[src/sv/owbm_pkg.sv]
// ----------------------------------------------------------------------------
// owbm_pkg
// Shared types and constants for the one-wire bus master: command codes,
// sequencer phases, timing register indexes and reset values, and the
// structs passed between the register file, the sequencer and the top level.
// ----------------------------------------------------------------------------
package owbm_pkg;

  // field widths fixed by the interface
  localparam int OP_W     = 2;
  localparam int DATA_W   = 16;
  localparam int COUNT_W  = 5;
  localparam int CFG_W    = 10;
  localparam int CFG_IDX_W = 3;

  // command codes
  localparam logic [OP_W-1:0] OP_NONE  = 2'd0;
  localparam logic [OP_W-1:0] OP_RESET = 2'd1;
  localparam logic [OP_W-1:0] OP_WRITE = 2'd2;
  localparam logic [OP_W-1:0] OP_READ  = 2'd3;

  // timing register indexes
  localparam logic [CFG_IDX_W-1:0] CFG_RESET_LOW     = 3'd0;
  localparam logic [CFG_IDX_W-1:0] CFG_PRESENCE_SMP  = 3'd1;
  localparam logic [CFG_IDX_W-1:0] CFG_RESET_REC     = 3'd2;
  localparam logic [CFG_IDX_W-1:0] CFG_READ_LOW      = 3'd3;
  localparam logic [CFG_IDX_W-1:0] CFG_READ_SMP      = 3'd4;
  localparam logic [CFG_IDX_W-1:0] CFG_READ_REST     = 3'd5;
  localparam logic [CFG_IDX_W-1:0] CFG_WRITE_LOW     = 3'd6;
  localparam logic [CFG_IDX_W-1:0] CFG_WRITE_REST    = 3'd7;

  // timing register reset values, in ticks
  localparam logic [CFG_W-1:0] RST_RESET_LOW    = 10'd480;
  localparam logic [CFG_W-1:0] RST_PRESENCE_SMP = 10'd65;
  localparam logic [CFG_W-1:0] RST_RESET_REC    = 10'd415;
  localparam logic [CFG_W-1:0] RST_READ_LOW     = 10'd1;
  localparam logic [CFG_W-1:0] RST_READ_SMP     = 10'd14;
  localparam logic [CFG_W-1:0] RST_READ_REST    = 10'd45;
  localparam logic [CFG_W-1:0] RST_WRITE_LOW    = 10'd10;
  localparam logic [CFG_W-1:0] RST_WRITE_REST   = 10'd50;

  // sequencer phases, one-hot
  typedef enum logic [7:0] {
    PH_IDLE     = 8'b0000_0001,
    PH_RST_LOW  = 8'b0000_0010,
    PH_RST_WAIT = 8'b0000_0100,
    PH_RST_REC  = 8'b0000_1000,
    PH_SLOT_LOW = 8'b0001_0000,
    PH_WR_REST  = 8'b0010_0000,
    PH_RD_WAIT  = 8'b0100_0000,
    PH_RD_REST  = 8'b1000_0000
  } phase_t;

  // timing registers as seen by the sequencer
  typedef struct packed {
    logic [CFG_W-1:0] reset_low;
    logic [CFG_W-1:0] presence_smp;
    logic [CFG_W-1:0] reset_rec;
    logic [CFG_W-1:0] read_low;
    logic [CFG_W-1:0] read_smp;
    logic [CFG_W-1:0] read_rest;
    logic [CFG_W-1:0] write_low;
    logic [CFG_W-1:0] write_rest;
  } cfg_t;

  // one tick of input
  typedef struct packed {
    logic [OP_W-1:0]    op;
    logic [DATA_W-1:0]  write_data;
    logic [COUNT_W-1:0] bit_count;
    logic               line_level;
  } item_t;

  // one tick of result
  typedef struct packed {
    logic              drive_low;
    logic              busy_res;
    logic              done_res;
    logic [DATA_W-1:0] read_data;
    logic              reset_error;
    logic              command_rejected;
  } res_t;

endpackage

[src/sv/owbm_cfg_regs.sv]
// ----------------------------------------------------------------------------
// owbm_cfg_regs
// Timing register file: eight 10-bit tick counts written through a plain
// write port, presented to the sequencer as one struct.
// ----------------------------------------------------------------------------
module owbm_cfg_regs import owbm_pkg::*; (
  input  logic                 clk,
  input  logic                 rst_n,
  input  logic                 cfg_we,
  input  logic [CFG_IDX_W-1:0] cfg_index,
  input  logic [CFG_W-1:0]     cfg_wdata,
  output cfg_t                 cfg
);

  cfg_t cfg_r;
  cfg_t cfg_nxt;

  // register write decode
  always_comb begin
    cfg_nxt = cfg_r;
    if (cfg_we) begin
      unique case (cfg_index)
        CFG_RESET_LOW:    cfg_nxt.reset_low    = cfg_wdata;
        CFG_PRESENCE_SMP: cfg_nxt.presence_smp = cfg_wdata;
        CFG_RESET_REC:    cfg_nxt.reset_rec    = cfg_wdata;
        CFG_READ_LOW:     cfg_nxt.read_low     = cfg_wdata;
        CFG_READ_SMP:     cfg_nxt.read_smp     = cfg_wdata;
        CFG_READ_REST:    cfg_nxt.read_rest    = cfg_wdata;
        CFG_WRITE_LOW:    cfg_nxt.write_low    = cfg_wdata;
        CFG_WRITE_REST:   cfg_nxt.write_rest   = cfg_wdata;
        default:          cfg_nxt = cfg_r;
      endcase
    end
  end

  // register storage with reset defaults
  always_ff @(posedge clk) begin
    if (!rst_n) begin
      cfg_r.reset_low    <= RST_RESET_LOW;
      cfg_r.presence_smp <= RST_PRESENCE_SMP;
      cfg_r.reset_rec    <= RST_RESET_REC;
      cfg_r.read_low     <= RST_READ_LOW;
      cfg_r.read_smp     <= RST_READ_SMP;
      cfg_r.read_rest    <= RST_READ_REST;
      cfg_r.write_low    <= RST_WRITE_LOW;
      cfg_r.write_rest   <= RST_WRITE_REST;
    end else begin
      cfg_r <= cfg_nxt;
    end
  end

  assign cfg = cfg_r;

endmodule

[src/sv/owbm_core.sv]
// ----------------------------------------------------------------------------
// owbm_core
// Bus sequencer: advances one tick per step, runs the reset, write-slot and
// read-slot timing, shifts data LSB first and forms the result of the tick.
// ----------------------------------------------------------------------------
module owbm_core import owbm_pkg::*; #(
  parameter int MAX_BITS          = 16,
  parameter int TICK_COUNTER_BITS = 10
) (
  input  logic  clk,
  input  logic  rst_n,
  input  logic  step_en,
  input  item_t item,
  input  cfg_t  cfg,
  output res_t  res
);

  localparam int BLW  = $clog2(MAX_BITS + 1);
  localparam int IDXW = $clog2(MAX_BITS);
  localparam int NB   = (MAX_BITS < DATA_W) ? MAX_BITS : DATA_W;
  localparam int CW   = ((TICK_COUNTER_BITS > CFG_W) ? TICK_COUNTER_BITS : CFG_W) + 1;
  localparam int SATW = COUNT_W + 1;
  localparam logic [SATW-1:0] MAX_BITS_SAT = SATW'(MAX_BITS);

  // sequencer state
  phase_t                       phase_r, phase_nxt;
  logic [TICK_COUNTER_BITS-1:0] cnt_r, cnt_nxt;
  logic [BLW-1:0]               bits_left_r, bits_left_nxt;
  logic [BLW-1:0]               bit_total_r, bit_total_nxt;
  logic [MAX_BITS-1:0]          shift_r, shift_nxt;
  logic [OP_W-1:0]              kind_r, kind_nxt;
  logic                         err_r, err_nxt;

  // values seen by this tick, after a possible command start
  logic                         start;
  phase_t                       phase_cur;
  logic [TICK_COUNTER_BITS-1:0] cnt_cur;
  logic [BLW-1:0]               bits_left_cur;
  logic [BLW-1:0]               bit_total_cur;
  logic [MAX_BITS-1:0]          shift_cur;
  logic [OP_W-1:0]              kind_cur;
  logic                         err_cur;
  logic [SATW-1:0]              count_sat;
  logic [MAX_BITS-1:0]          wdata_ext;

  logic [CFG_W-1:0]             part_len;
  logic [CFG_W-1:0]             part_len_n;
  logic                         part_end;
  logic [TICK_COUNTER_BITS-1:0] cnt_step;
  logic [BLW-1:0]               idx_diff;
  logic [IDXW-1:0]              bit_idx;
  logic [BLW-1:0]               bits_dec;

  // command start: load the transfer on the first tick
  always_comb begin
    start     = (phase_r == PH_IDLE) && (item.op != OP_NONE);
    count_sat = {1'b0, item.bit_count};
    if (count_sat == '0) begin
      count_sat = SATW'(1);
    end else if (count_sat > MAX_BITS_SAT) begin
      count_sat = MAX_BITS_SAT;
    end
    wdata_ext           = '0;
    wdata_ext[NB-1:0]   = item.write_data[NB-1:0];

    phase_cur     = phase_r;
    cnt_cur       = cnt_r;
    bits_left_cur = bits_left_r;
    bit_total_cur = bit_total_r;
    shift_cur     = shift_r;
    kind_cur      = kind_r;
    err_cur       = err_r;
    if (start) begin
      kind_cur = item.op;
      cnt_cur  = '0;
      err_cur  = 1'b0;
      if (item.op == OP_RESET) begin
        phase_cur = PH_RST_LOW;
      end else begin
        bit_total_cur = BLW'(count_sat);
        bits_left_cur = BLW'(count_sat);
        shift_cur     = (item.op == OP_WRITE) ? wdata_ext : '0;
        phase_cur     = PH_SLOT_LOW;
      end
    end
  end

  // length of the current part of the slot
  always_comb begin
    unique case (phase_cur)
      PH_RST_LOW:  part_len = cfg.reset_low;
      PH_RST_WAIT: part_len = cfg.presence_smp;
      PH_RST_REC:  part_len = cfg.reset_rec;
      PH_SLOT_LOW: part_len = (kind_cur == OP_WRITE) ? cfg.write_low : cfg.read_low;
      PH_WR_REST:  part_len = cfg.write_rest;
      PH_RD_WAIT:  part_len = cfg.read_smp;
      PH_RD_REST:  part_len = cfg.read_rest;
      default:     part_len = CFG_W'(1);
    endcase
  end

  // tick counter compare, a zero length lasts one tick
  assign part_len_n = (part_len == '0) ? CFG_W'(1) : part_len;
  assign part_end   = (CW'(cnt_cur) + CW'(1)) >= CW'(part_len_n);
  assign cnt_step   = part_end ? '0 : cnt_cur + TICK_COUNTER_BITS'(1);
  assign idx_diff   = bit_total_cur - bits_left_cur;
  assign bit_idx    = idx_diff[IDXW-1:0];
  assign bits_dec   = bits_left_cur - BLW'(1);

  // phase sequencing and result of this tick
  always_comb begin
    phase_nxt     = phase_cur;
    cnt_nxt       = cnt_cur;
    bits_left_nxt = bits_left_cur;
    bit_total_nxt = bit_total_cur;
    shift_nxt     = shift_cur;
    kind_nxt      = kind_cur;
    err_nxt       = err_cur;

    res                  = '0;
    res.busy_res         = (phase_cur != PH_IDLE);
    res.command_rejected = (phase_r != PH_IDLE) && (item.op != OP_NONE);

    unique case (phase_cur)
      PH_IDLE: begin
        phase_nxt = PH_IDLE;
      end
      PH_RST_LOW: begin
        res.drive_low = 1'b1;
        cnt_nxt       = cnt_step;
        if (part_end) phase_nxt = PH_RST_WAIT;
      end
      PH_RST_WAIT: begin
        cnt_nxt = cnt_step;
        if (part_end) begin
          // line high at the sample means no presence pulse
          err_nxt   = item.line_level;
          phase_nxt = PH_RST_REC;
        end
      end
      PH_RST_REC: begin
        cnt_nxt = cnt_step;
        if (part_end) begin
          // line still low here means a shorted bus
          err_nxt         = err_cur | ~item.line_level;
          res.done_res    = 1'b1;
          res.reset_error = err_nxt;
          phase_nxt       = PH_IDLE;
        end
      end
      PH_SLOT_LOW: begin
        res.drive_low = 1'b1;
        cnt_nxt       = cnt_step;
        if (part_end) phase_nxt = (kind_cur == OP_WRITE) ? PH_WR_REST : PH_RD_WAIT;
      end
      PH_WR_REST: begin
        res.drive_low = ~shift_cur[bit_idx];
        cnt_nxt       = cnt_step;
        if (part_end) begin
          bits_left_nxt = bits_dec;
          if (bits_dec == '0) begin
            res.done_res = 1'b1;
            phase_nxt    = PH_IDLE;
          end else begin
            phase_nxt = PH_SLOT_LOW;
          end
        end
      end
      PH_RD_WAIT: begin
        cnt_nxt = cnt_step;
        if (part_end) begin
          if (item.line_level) shift_nxt[bit_idx] = 1'b1;
          phase_nxt = PH_RD_REST;
        end
      end
      PH_RD_REST: begin
        cnt_nxt = cnt_step;
        if (part_end) begin
          bits_left_nxt = bits_dec;
          if (bits_dec == '0) begin
            res.done_res            = 1'b1;
            res.read_data[NB-1:0]   = shift_cur[NB-1:0];
            phase_nxt               = PH_IDLE;
          end else begin
            phase_nxt = PH_SLOT_LOW;
          end
        end
      end
      default: begin
        phase_nxt = PH_IDLE;
      end
    endcase
  end

  // state registers, advanced once per tick
  always_ff @(posedge clk) begin
    if (!rst_n) begin
      phase_r     <= PH_IDLE;
      cnt_r       <= '0;
      bits_left_r <= '0;
      bit_total_r <= '0;
      shift_r     <= '0;
      kind_r      <= OP_NONE;
      err_r       <= 1'b0;
    end else if (step_en) begin
      phase_r     <= phase_nxt;
      cnt_r       <= cnt_nxt;
      bits_left_r <= bits_left_nxt;
      bit_total_r <= bit_total_nxt;
      shift_r     <= shift_nxt;
      kind_r      <= kind_nxt;
      err_r       <= err_nxt;
    end
  end

endmodule

[src/sv/one_wire_bus_master.sv]
// ----------------------------------------------------------------------------
// one_wire_bus_master
// One-wire bus master driven by a microsecond tick stream.
// ----------------------------------------------------------------------------
// Each input transaction is one bus tick carrying an optional command and the
// sampled line level; each produces exactly one result transaction with the
// line drive for that tick and the command status. One tick is taken per
// clock cycle, every cycle, as long as the result side keeps up; a tick goes
// through an input register and the sequencer into a result register.
// Timing registers are eight 10-bit tick counts, which must be written only
// while the master is idle; the block does not enforce this.
// ----------------------------------------------------------------------------
module one_wire_bus_master import owbm_pkg::*; #(
  parameter int MAX_BITS          = 16,
  parameter int TICK_COUNTER_BITS = 10
) (
  input  logic                 clk,
  input  logic                 rst_n,
  // configuration
  input  logic                 cfg_we,
  input  logic [CFG_IDX_W-1:0] cfg_index,
  input  logic [CFG_W-1:0]     cfg_wdata,
  // tick input
  input  logic                 in_valid,
  output logic                 in_stall,
  input  logic [OP_W-1:0]      in_op,
  input  logic [DATA_W-1:0]    in_write_data,
  input  logic [COUNT_W-1:0]   in_bit_count,
  input  logic                 in_line_level,
  // tick result
  output logic                 out_valid,
  input  logic                 out_stall,
  output logic                 out_drive_low,
  output logic                 out_busy_res,
  output logic                 out_done_res,
  output logic [DATA_W-1:0]    out_read_data,
  output logic                 out_reset_error,
  output logic                 out_command_rejected
);

  cfg_t  cfg;
  item_t item_r;
  logic  in_valid_r;
  logic  out_valid_r;
  res_t  res;
  res_t  res_r;
  logic  out_hold;
  logic  step_en;
  logic  in_take;

  // handshake: the result register drains every cycle the far side allows
  assign out_hold = out_valid_r && out_stall;
  assign step_en  = in_valid_r && !out_hold;
  assign in_stall = in_valid_r && out_hold;
  assign in_take  = in_valid && !in_stall;

  // input register
  always_ff @(posedge clk) begin
    if (!rst_n) begin
      in_valid_r <= 1'b0;
    end else if (in_take) begin
      in_valid_r <= 1'b1;
    end else if (step_en) begin
      in_valid_r <= 1'b0;
    end
  end

  always_ff @(posedge clk) begin
    if (in_take) begin
      item_r.op         <= in_op;
      item_r.write_data <= in_write_data;
      item_r.bit_count  <= in_bit_count;
      item_r.line_level <= in_line_level;
    end
  end

  // timing registers
  owbm_cfg_regs u_cfg_regs (
    .clk       (clk),
    .rst_n     (rst_n),
    .cfg_we    (cfg_we),
    .cfg_index (cfg_index),
    .cfg_wdata (cfg_wdata),
    .cfg       (cfg)
  );

  // bus sequencer
  owbm_core #(
    .MAX_BITS          (MAX_BITS),
    .TICK_COUNTER_BITS (TICK_COUNTER_BITS)
  ) u_core (
    .clk     (clk),
    .rst_n   (rst_n),
    .step_en (step_en),
    .item    (item_r),
    .cfg     (cfg),
    .res     (res)
  );

  // result register
  always_ff @(posedge clk) begin
    if (!rst_n) begin
      out_valid_r <= 1'b0;
    end else if (step_en) begin
      out_valid_r <= 1'b1;
    end else if (!out_stall) begin
      out_valid_r <= 1'b0;
    end
  end

  always_ff @(posedge clk) begin
    if (step_en) begin
      res_r <= res;
    end
  end

  assign out_valid            = out_valid_r;
  assign out_drive_low        = res_r.drive_low;
  assign out_busy_res         = res_r.busy_res;
  assign out_done_res         = res_r.done_res;
  assign out_read_data        = res_r.read_data;
  assign out_reset_error      = res_r.reset_error;
  assign out_command_rejected = res_r.command_rejected;

  // every tick leaving the input register shows up as a result
  a_step_gives_result: assert property (@(posedge clk) disable iff (!rst_n)
    step_en |=> out_valid_r)
    else $error("tick consumed without a result");

  // a reset error is reported only on the completing tick
  a_error_with_done: assert property (@(posedge clk) disable iff (!rst_n)
    (out_valid_r && out_reset_error) |-> (out_done_res && out_busy_res))
    else $error("reset error outside a completing tick");

  // read data stays zero except on a completing tick
  a_rdata_with_done: assert property (@(posedge clk) disable iff (!rst_n)
    (out_valid_r && (out_read_data != '0)) |-> out_done_res)
    else $error("read data outside a completing tick");

  // a rejected command can only happen during a command
  a_reject_when_busy: assert property (@(posedge clk) disable iff (!rst_n)
    (out_valid_r && out_command_rejected) |-> out_busy_res)
    else $error("command rejected while idle");

endmodule
[config.mk]
export PLATFORM = sky130hd
export DESIGN_NAME = one_wire_bus_master
export DESIGN_NICKNAME = d
export VERILOG_FILES = /design/src/sv/owbm_pkg.sv /design/src/sv/owbm_cfg_regs.sv /design/src/sv/owbm_core.sv /design/src/sv/one_wire_bus_master.sv
export SDC_FILE = /design/constraint.sdc
export NUM_CORES = 1
export LEC_CHECK = 0
export BUFFER_PORTS_ARGS = -buffer_cell sky130_fd_sc_hd__buf_2
export CORE_MARGIN = 2
export CORE_UTILIZATION = 60
export CTS_CLUSTER_SIZE = 20
export DETAILED_ROUTE_END_ITERATION = 6
export PLACE_DENSITY = 0.78
export SYNTH_ARGS = -nofsm -noshare
export SYNTH_HDL_FRONTEND = slang
export SYNTH_SLANG_ARGS = --single-unit
[constraint.sdc]
create_clock -name clk -period 13.35 [get_ports clk]
set_input_delay 1.335 -clock clk [delete_from_list [all_inputs] [get_ports clk]]
set_output_delay 1.335 -clock clk [all_outputs]
set_load 0.03 [all_outputs]
==> results of run 1 <==
## cell families after synthesis
kind of cell    count (synthesis)
simple gates                  424
buf+inv                        68
compound gates                205
fa+ha+maj                      17
xor+xnor                       14
flops                         173
mux                            35
## metal layers
| metal | up-vias | GRT usage, % |
|---|---|---|
| li1 | 3380 | - |
| met1 | 3280 | 42.0 |
| met2 | 319 | 43.5 |
| met3 | 32 | 6.30 |
| met4 | 0 | 7.85 |
| met5 | - | 0 |
## how the worst max path moves through the flow
stage | startpoint | to | slack (ps) | cells after the start
finish | u_core.phase_r[0] | u_core.phase_r[4] | 7330 | 17
floorplan | u_core.phase_r[1] | out_read_data[12] | 9150 | 19
detailed placement | u_core.phase_r[0] | u_core.phase_r[4] | 7400 | 17
global placement | u_core.phase_r[0] | u_core.phase_r[4] | 7630 | 17
CTS | u_core.phase_r[0] | u_core.phase_r[4] | 7400 | 17
global route | u_core.phase_r[0] | u_core.phase_r[4] | 6900 | 17
## tightest hold or removal path: stages, from the launching register on
cell and delay (ps):
dfxtp_1 310, nand2_1 50, a21oi_1 50
## metrics by stage
stage                     util (%)  hold slack, ps  power [uW]  setup WS (ps)  instance area [um^2]
after floorplan                  -             432         729           9150                  8210
after global routing          68.9             473        1300           6900                  9150
after detailed placement      64.4             443         772           7400                  8570
final                         68.9             454        1260           7330                  9150
after global placement        64.4             441         769           7630                  8570
after CTS                     68.9             453        1250           7400                  9150
## cell usage after synthesis (all sizes together) (2+ instances only)
cell type  number
nor3           13
o211ai          3
and4            4
o31ai           2
nor4b           3
xnor2           4
a21o            5
nand2         218
a22oi          13
nand2b          7
a31oi           3
nand4           4
mux4            4
o22ai          18
nor2b          18
nor4            2
and2            6
nor3b          10
o21a            2
a2bb2oi         2
or3             3
ha             16
buf            26
mux2i          20
edfxtp         45
and3            7
nand3b          3
dfxtp         128
o21ai          17
a211oi          4
mux2           11
inv             9
a222oi          8
a221oi          4
nand3          61
or4             2
a21oi         113
xor2           10
clkbuf         33
a41oi           2
nor2           61
## state kept, by name (all words and copies together) (netlist names)
register              flops
u_cfg_regs.cfg           80
item_r                   24
out_read_data            16
u_core.shift_r           16
u_core.cnt_r             10
u_core.phase_r            8
u_core.bits_left_r        5
u_core.bit_total_r        4
u_core.kind_r             2
in_valid_r                1
out_busy_res              1
out_command_rejected      1
out_done_res              1
out_drive_low             1
out_reset_error           1
out_valid                 1
u_core.err_r              1
## power by group
part | internal (uW) | switching [uW] | leakage, uW | total, uW
Sequential | 557 | 12.3 | 0.00147 | 569
Clock | 289 | 201 | 0.000296 | 490
Combinational | 68.6 | 129 | 0.00169 | 197
## area by class of cell
| type | count | area, um^2 | area share, % |
|---|---|---|---|
| clock inverters | 8 | 72.6 | 0.793 |
| well taps | 176 | 220 | 2.41 |
| repair buffers | 72 | 380 | 4.16 |
| flip-flops and latches | 173 | 3910 | 42.8 |
| clock buffers | 24 | 514 | 5.62 |
| inverters | 9 | 33.8 | 0.369 |
| multi-input cells | 695 | 4020 | 43.9 |
==> impl_metrics.yaml, run 1 <==
outcome:
  status: "completed"
synth:
  synth_nets: 995
  synthTopCellsByArea: "dfxtp_1 (31%), edfxtp_1 (16%), nand2_1 (10%)"
  synth_fa_ha_area_share_pct: 2.68
  syn_area_um2: 8210
  synth_enable_flop_cells: 45
  syn_avg_cell_area_um2: 8.77
  async_flop_share_pct: 0
  synthMuxAreaShare_pct: 5.09
  synth-compound-area-share_pct: 15.4
  synth_ff_type: "dfxtp_1"
  yosys_warnings: 0
  synth_top_family_by_area: "simple AND/OR/NAND/NOR gates"
  synth-simple-area-share_pct: 24.2
  syn_inst: 936
  yosys.area.top_type: "dfxtp_1"
  netlist.area_leader.share_pct: 31.2
  synth.yosys.seq_area_share_pct: 47.7
  synth-xor-area-share_pct: 1.49
  ys_ff_latch: 173
  synth.distinct_cells: 73
sta:
  fmax_ghz: 0.166
  tightest_slew_ps: 1130
  setup_tns_ps: 0
  setup_viol: 0
  finalClockSkew_ps: 8.22
  rsz0062_at_grt: "false"
  slew_viol_final: 0
  hold_viol: 0
  min_period_ps: 6020
  max_slew_margin_pct: 24.3
  fin_crit_sh_pct: 45.1
setup_path:
  path_cells: "nor4b_4 -> and3_1 -> a21oi_1 -> a21oi_2 -> mux2_1 -> a221oi_1 -> nand4_1 -> o31ai_2 -> ha_1 -> nand2b_1 -> a211oi_1 -> o221a_2 -> o21bai_1 -> a211oi_4 -> a21oi_1 -> a21oi_1 -> o21a_1"
  critPathSlowestCell: "a211oi_4"
  path_max_fanout: 24
  critPathLaunchType: "flip-flop"
  ff2ff_path_depth: 17
  endpoint_kind: "flip-flop"
  cp.required_ps: 13730
  cpPeakStageDelay_ps: 840
  ff2ff_setup_slack_ps: 7330
  cp_num_buf_inv: 0
  worst_ep_arrival_time_ps: 6390
  cpMostUsedCell: "a21oi_1"
  timing.rr.end: "u_core.phase_r[4]"
  r2r_start: "u_core.phase_r[0]"
  path_delay_family: "compound AO/OA/AOI/OAI gates"
  crit_type: "flip-flop to flip-flop"
layout:
  areaGrowthSynthToFinish_pct: 11.5
  nFillCells: 1063
  final_cells: 1157
  antenna_cells: 0
  layout-drive-gt1-share_pct: 14.0
  layout_commonest_cell: "nand2_1"
  nets: 1027
  final_cell_mix: "nand2_1 (218), dfxtp_1 (128), a21oi_1 (112), buf_2 (64), nand3_1 (59)"
cts:
  htreeDepth: 4
  hold_buffers: 0
  postCtsSetupRepairBufs: 0
  clk_latency_ps: 430
  cts.sinks: 173
  cts_resized: 0
  cts_buffers: 17
  root_buffer: "clkbuf_16"
  cts_buffer_depth: 2
  cts_tree: "built"
  cts.clk_slew.worst_paths_ps: 60
routing:
  vias_per_cell: 6.06
  routed_wl_um: 20400
  dr.max_layer_used: "met4"
  met3_length_um: 1990
  wl_met2_um: 9020
  route.vias.total: 7011
  dr.pass1.iters: 6
  wl_met1_um: 9080
  drtIter0Drc: 839
  drc: 0
  routedWlPerCell_um: 17.6
  detail-route-antenna-nets: 0
floorplan:
  core_um2: 13300
  dieArea_um2: 14600
  io-pin-count: 65
  initial_utilization_pct: 61.8
  die_h_um: 121
  row_count: 42
  die_x_um: 121
pwr:
  power.density_nw_per_um2: 137
  power_leakage_uw: 0.00346
  ir_drop_mv: 0.0921
placed_design:
  routabilityCongestion: 0.872
  dp_hpwl_um: 13700
  port_buffers: 64
  place_inst: 1125
global_route:
  overflow: 0
  grtUsageTotal_pct: 28.8
  first_global_vias: 6385
  grt_first_pass_wirelength_um: 32900
  grt_max_degree: 93
  antenna_found_initial: 0
worst_hold_path:
  hold_path_startpoint: "u_cfg_regs.cfg[10]"
  whs_path_depth: 2
  min_to: "u_cfg_regs.cfg[10]"
  hold_class: "flip-flop to flip-flop"
flow_run:
  maxCapViolCount: 0
Note: power is estimated with default switching activity, not from simulation.
==> inputs of run 2 (changes only) <==
ABC_AREA = 1   (was unset)
PLACE_DENSITY = 0.77   (was 0.78)
clock period = 6.05 ns   (was 13.35 ns; I/O delays follow)
==> run 2 against run 1 <==
Net effect: the run now ends with DRC left; highest routed layer unchanged; critical endpoint is now out_read_data[13]; largest cell class unchanged; final cell count rose by 29%; clock-buffer cell count grew 1; first-iteration DRC count grew 18%.
==> impl_metrics.yaml, run 2 <==
routing:
  drtIter0Drc: 993
  drc: 1
  dr.pass1.iters: 7
  vias_per_cell: 5.51
  detail-route-antenna-nets: 0
  routedWlPerCell_um: 15.7
  routed_wl_um: 23400
  route.vias.total: 8251
layout:
  post-route-util_pct: 67.8
  final_cells: 1497
  final_cell_mix: "nand2_1 (290), nor2_1 (255), inv_1 (135), dfxtp_1 (128), o21ai_0 (114)"
  layout_commonest_cell: "nand2_1"
  multiInputGateArea_um2: 4090
  ff_latch_area_um2: 3910
  nFillCells: 1253
  areaGrowthSynthToFinish_pct: 11.1
  nets: 1359
  layout-drive-gt1-share_pct: 10.6
  largest_reg_flops: 80
  antenna_cells: 0
floorplan:
  row_count: 44
  die_h_um: 125
  dieArea_um2: 15600
  initial_utilization_pct: 61.0
  die_x_um: 125
  io-pin-count: 65
  core_um2: 14400
placed_design:
  port_buffers: 64
  routabilityCongestion: 1.06
  place_inst: 1465
  dp_hpwl_um: 16700
synth:
  yosys_warnings: 0
  syn_area_um2: 8800
  async_flop_share_pct: 0
  synth.yosys.seq_area_share_pct: 44.5
  syn_avg_cell_area_um2: 6.97
  synth_enable_flop_cells: 45
  synth_ff_type: "dfxtp_1"
  yosys.area.top_type: "dfxtp_1"
  synth.most_common_cell: "nand2_1"
  ys_top_cells_by_count: "nand2_1 (290), nor2_1 (255), inv_1 (135)"
  syn_inst: 1262
  synth_nets: 1321
  netlist.area_leader.share_pct: 29.1
  synthTopCellsByArea: "dfxtp_1 (29%), edfxtp_1 (15%), nand2_1 (12%)"
  synth.distinct_cells: 41
  ys_ff_latch: 173
setup_path:
  cpMostUsedCell: "nand2_1"
  cpPeakStageDelay_ps: 380
  cp_num_buf_inv: 3
  critPathSlowestCell: "nand3_2"
  critPathLaunchType: "flip-flop"
  crit_type: "flip-flop to flip-flop"
  endpoint_kind: "flip-flop"
  path_delay_family: "simple AND/OR/NAND/NOR gates"
  cp.required_ps: 6210
  worst_ep_arrival_time_ps: 4790
  path_max_fanout: 20
cts:
  clk_latency_ps: 430
  cts_buffer_depth: 2
  hold_buffers: 0
  cts.clk_slew.worst_paths_ps: 60
  postCtsSetupRepairBufs: 0
  cts.sinks: 173
  cts_resized: 0
  cts_tree: "built"
  root_buffer: "clkbuf_16"
  cts_buffers: 17
  htreeDepth: 4
sta:
  hold_viol: 0
  finalClockSkew_ps: 7.61
  fmax_ghz: 0.216
  min_period_ps: 4630
  setup_tns_ps: 0
  rsz0062_at_grt: "false"
  tightest_slew_ps: 1020
  max_slew_margin_pct: 32.2
  whs_ps: 347
  setup_viol: 0
  fin_crit_sh_pct: 76.5
  slew_viol_final: 0
outcome:
  status: "finished with violations"
  violations: "DRC"
global_route:
  antenna_found_initial: 0
  overflow: 0
  grt_max_degree: 108
  first_global_vias: 7401
  grt_first_pass_wirelength_um: 37700
  grtUsageTotal_pct: 30.2
worst_hold_path:
  hold_class: "primary input to flip-flop"
flow_run:
  maxCapViolCount: 0
pwr:
  power.density_nw_per_um2: 382
  ir_drop_mv: 0.294
  power_leakage_uw: 0.00457
==> run 2: cell types whose count changed after synthesis, moves of 9 or more <==
cell / change
nand2_1: +72
nor3b_1: -10
inv_2: +13
nor2_1: +197
o21ai_0: +98
nor3_1: -9
nor2b_1: -18
mux2i_1: -20
nand3_1: +29
inv_1: +126
a21oi_1: -68
buf_1: -12
a22oi_1: -12
==> run 2: cell families (layout without fill, tap and decap cells) <==
group,after synthesis,count (layout),share of synthesized area [%]
flops,173,173,44.5
fa+ha+maj,17,17,2.50
simple gates,666,666,31.1
xor+xnor,9,9,0.981
compound gates,194,194,11.9
buf+inv,203,254,9.04
==> run 2: power breakdown <==
group / total, uW / internal [uW] / switching [uW]
clock: 1110 / 659 / 451
sequential: 1300 / 1260 / 38.6
combinational: 1330 / 349 / 979
total: 3730 / 2270 / 1470
==> run 2: layer usage <==
layer	track usage [%]	wire, um	vias to the layer above
li1	-	-	4085
met4	8.24	401	0
met1	44.5	10800	3751
met5	0	0	-
met2	45.0	10300	379
met3	6.63	1930	36
==> run 2: worst paths after layout <==
| path | start | end | slack, ps | depth (start not counted) |
|---|---|---|---|---|
| setup / recovery | u_core.phase_r[3] | out_read_data[13] | 1420 | 30 |
| hold / removal | in_write_data[9] | item_r[15] | 350 | 1 |
| setup reg to reg | u_core.phase_r[3] | out_read_data[13] | 1420 | 30 |
| hold reg to reg | u_cfg_regs.cfg[20] | u_cfg_regs.cfg[20] | 460 | 2 |
==> run 2: final cells by class <==
type,instances,area share [%]
flip-flops and latches,173,40.0
clock buffers,25,5.49
clock inverters,7,0.755
well taps,184,2.35
inverters,154,5.92
multi-input cells,886,41.9
repair buffers,68,3.58
==> run 2: worst register-to-register path: cells and delay by family (launching register included) <==
| family | cells | cell delay [ps] |
|---|---|---|
| AOI/OAI and AO/OA | 2 | 180 |
| adders and majority gates | 1 | 120 |
| buffers and inverters | 3 | 620 |
| DFF | 1 | 350 |
| and+or+nand+nor | 24 | 3090 |
==> run 2: metrics by stage <==
| stage | setup WS (ps) | cell area [um^2] | total power, uW |
|---|---|---|---|
| after CTS | 1480 | 9780 | 3710 |
| final | 1420 | 9780 | 3730 |
| after global placement | 1760 | 9170 | 2590 |
| after floorplan | 2610 | 8800 | 2330 |
| after global routing | 900 | 9780 | 3950 |
| after detailed placement | 1520 | 9170 | 2610 |
==> inputs of run 3 (changes only) <==
CORE_UTILIZATION = 55   (was 60)
PLACE_DENSITY = 0.75   (was 0.77)
clock period = 4.1 ns   (was 6.05 ns; I/O delays follow)
==> run 3 against run 2 <==
Net effect: the run now ends clean; highest routed layer unchanged; critical path depth shrank 8; clock-buffer cell count fell by 8; core utilization fell by 3.8 points; wire length up 0.29%; sequential share of layout area fell by 1.2 points; die area up 8.8%; non-clock buffer count is 26 higher; worst setup slack got worse by 1200 ps; critical endpoint is now u_core.cnt_r[0]; largest cell class unchanged; largest power group unchanged; cell area up 3.1%; register-to-register slack worse by 1200 ps; via count is 0.85% higher.
==> impl_metrics.yaml, run 3 (same netlist as run 2, synthesis figures left out) <==
outcome:
  status: "completed"
global_route:
  grtUsageTotal_pct: 28.2
  overflow: 0
  grt_first_pass_wirelength_um: 37500
  use_met1_pct: 40.7
  grt_use_met2_pct: 41.9
  first_global_vias: 7360
  antenna_found_initial: 0
  grt-busiest-layer: "met2"
  grt_use_met3_pct: 6.27
  grt_max_degree: 107
cts:
  htreeDepth: 4
  cts.clk_slew.worst_paths_ps: 70
  cts.sinks: 173
  cts_buffer_depth: 2
  cts_tree: "built"
  clk_latency_ps: 440
  root_buffer: "clkbuf_16"
  hold_buffers: 0
  cts_buffers: 17
floorplan:
  initial_utilization_pct: 55.8
  io-pin-count: 65
  dieArea_um2: 17000
  die_h_um: 130
  die_x_um: 130
  core_um2: 15800
  row_count: 46
layout:
  layout-drive-gt1-share_pct: 13.9
  final_cells: 1555
  final_cell_mix: "nand2_1 (289), nor2_1 (246), inv_1 (133), dfxtp_1 (126), o21ai_0 (114)"
  areaGrowthSynthToFinish_pct: 14.6
  largest_reg_flops: 80
  nets: 1385
  antenna_cells: 0
  layout_commonest_cell: "nand2_1"
setup_path:
  ff2ff_setup_slack_ps: 220
  path_max_fanout: 10
  crit_type: "flip-flop to flip-flop"
  cp.depth: 22
  critPathSlowestCell: "edfxtp_1"
  cpMostUsedCell: "nand2_1"
  path_cells: "inv_1 -> nand2_1 -> nand3_2 -> buf_4 -> inv_2 -> nor2_2 -> ha_1 -> nand3_2 -> nor2_1 -> xnor2_1 -> ha_1 -> a21oi_1 -> o21a_1 -> nand2_1 -> nand2_1 -> o211ai_1 -> nand2_1 -> nand3_4 -> buf_4 -> nor2_4 -> o21ai_1 -> a21oi_1"
  cpPeakStageDelay_ps: 470
  endpoint_kind: "flip-flop"
  worst_ep_arrival_time_ps: 4240
  cp_num_buf_inv: 4
  critPathLaunchType: "flip-flop"
  path_delay_family: "simple AND/OR/NAND/NOR gates"
  ff2ff_path_depth: 22
  cp.required_ps: 4450
pwr:
  power_leakage_uw: 0.00471
  finalPower_uw: 5870
  ir_drop_mv: 0.534
  comb_power_share_pct: 40.0
  switching_share_pct: 41.7
  power.net_switching_uw: 2450
  pwr-share-clk_pct: 27.5
  power.internal_uw: 3420
  power_frac_seq_pct: 32.5
  power.density_nw_per_um2: 582
routing:
  detail-route-antenna-nets: 0
  vias_per_cell: 5.35
  routedWlPerCell_um: 15.1
  routed_wl_um: 23500
  drtIter0Drc: 971
  drc: 0
  dr.pass1.iters: 6
  route.vias.total: 8321
flow_run:
  maxCapViolCount: 0
sta:
  hold_viol: 0
  setup_viol: 0
  max_slew_margin_pct: 33.1
  finalClockSkew_ps: 14.7
  fmax_ghz: 0.257
  setup_tns_ps: 0
  fin_crit_sh_pct: 94.7
  tightest_slew_ps: 1000
  slew_viol_final: 0
  min_period_ps: 3880
placed_design:
  place_inst: 1522
  dp_hpwl_um: 16600
  port_buffers: 64
  routabilityCongestion: 0.999
worst_hold_path:
  whs_path_depth: 1
  hold_class: "primary input to flip-flop"
-- run 3: changes by cell type in the layout (fill, tap and decap cells not counted), moves of 5 or more --
cell,before,now
nor2_1,255,246
buf_4,4,29
clkinv_8,0,5
nand3_1,88,82
nor2_2,3,12
clkbuf_8,6,0
nand3_2,3,8
-- run 3: worst register-to-register path: cells and delay by family, from the launching register on --
| family | cells | cell delay [ps] |
|---|---|---|
| AOI/OAI and AO/OA | 5 | 600 |
| xor gates and xnor gates | 1 | 200 |
| adders and majority gates | 2 | 570 |
| buffers and inverters | 4 | 700 |
| DFF | 1 | 470 |
| and+or+nand+nor | 10 | 1290 |
-- run 3: per-stage QoR --
stage               cell area, um^2  hold slack [ps]  utilization (%)  setup slack, ps
floorplan                      8800              425                -              658
global placement               9400              438             59.6              141
detailed placement             9400              443             59.6              116
CTS                           10000              135             63.4             86.8
global route                  10100              133             64.0            -9.01
finish                        10100              144             64.0              216
-- run 3: path summary, 6_finish.rpt --
| check | startpoint | end |
|---|---|---|
| max | item_r[23] | u_core.cnt_r[0] |
| min | in_line_level | item_r[0] |
| max reg2reg | item_r[23] | u_core.cnt_r[0] |
| min reg2reg | u_cfg_regs.cfg[23] | u_cfg_regs.cfg[23] |
-- run 3: power groups by stage --
stage                     Clock (uW)  Sequential, uW  Combinational [uW]
after global placement             0            1940                2170
after floorplan                    0            1960                1470
final                           1610            1910                2340
after global routing            1690            1920                2570
after CTS                       1630            1910                2210
after detailed placement           0            1940                2190
-- run 3: layer usage --
layer | up-vias | wire length [um]
li1 | 4157 | -
met1 | 3762 | 10800
met2 | 356 | 10300
met3 | 46 | 1890
met4 | 0 | 508
met5 | - | 0
-- run 3: area by class of cell --
| cell class | count | area, um^2 |
|---|---|---|
| clock buffers | 17 | 425 |
| clock inverters | 15 | 175 |
| fillers | 1450 | 5680 |
| inverters | 154 | 579 |
| multi-input cells | 886 | 4160 |
| flip-flops and latches | 173 | 3920 |
| well taps | 216 | 270 |
| repair buffers | 94 | 558 |
-- run 3: repair_timing --
action / 4_1_cts / 5_1_grt
setup endpoints to repair: 0 / 58
setup buffers: 0 / 1
resized for setup: 0 / 22
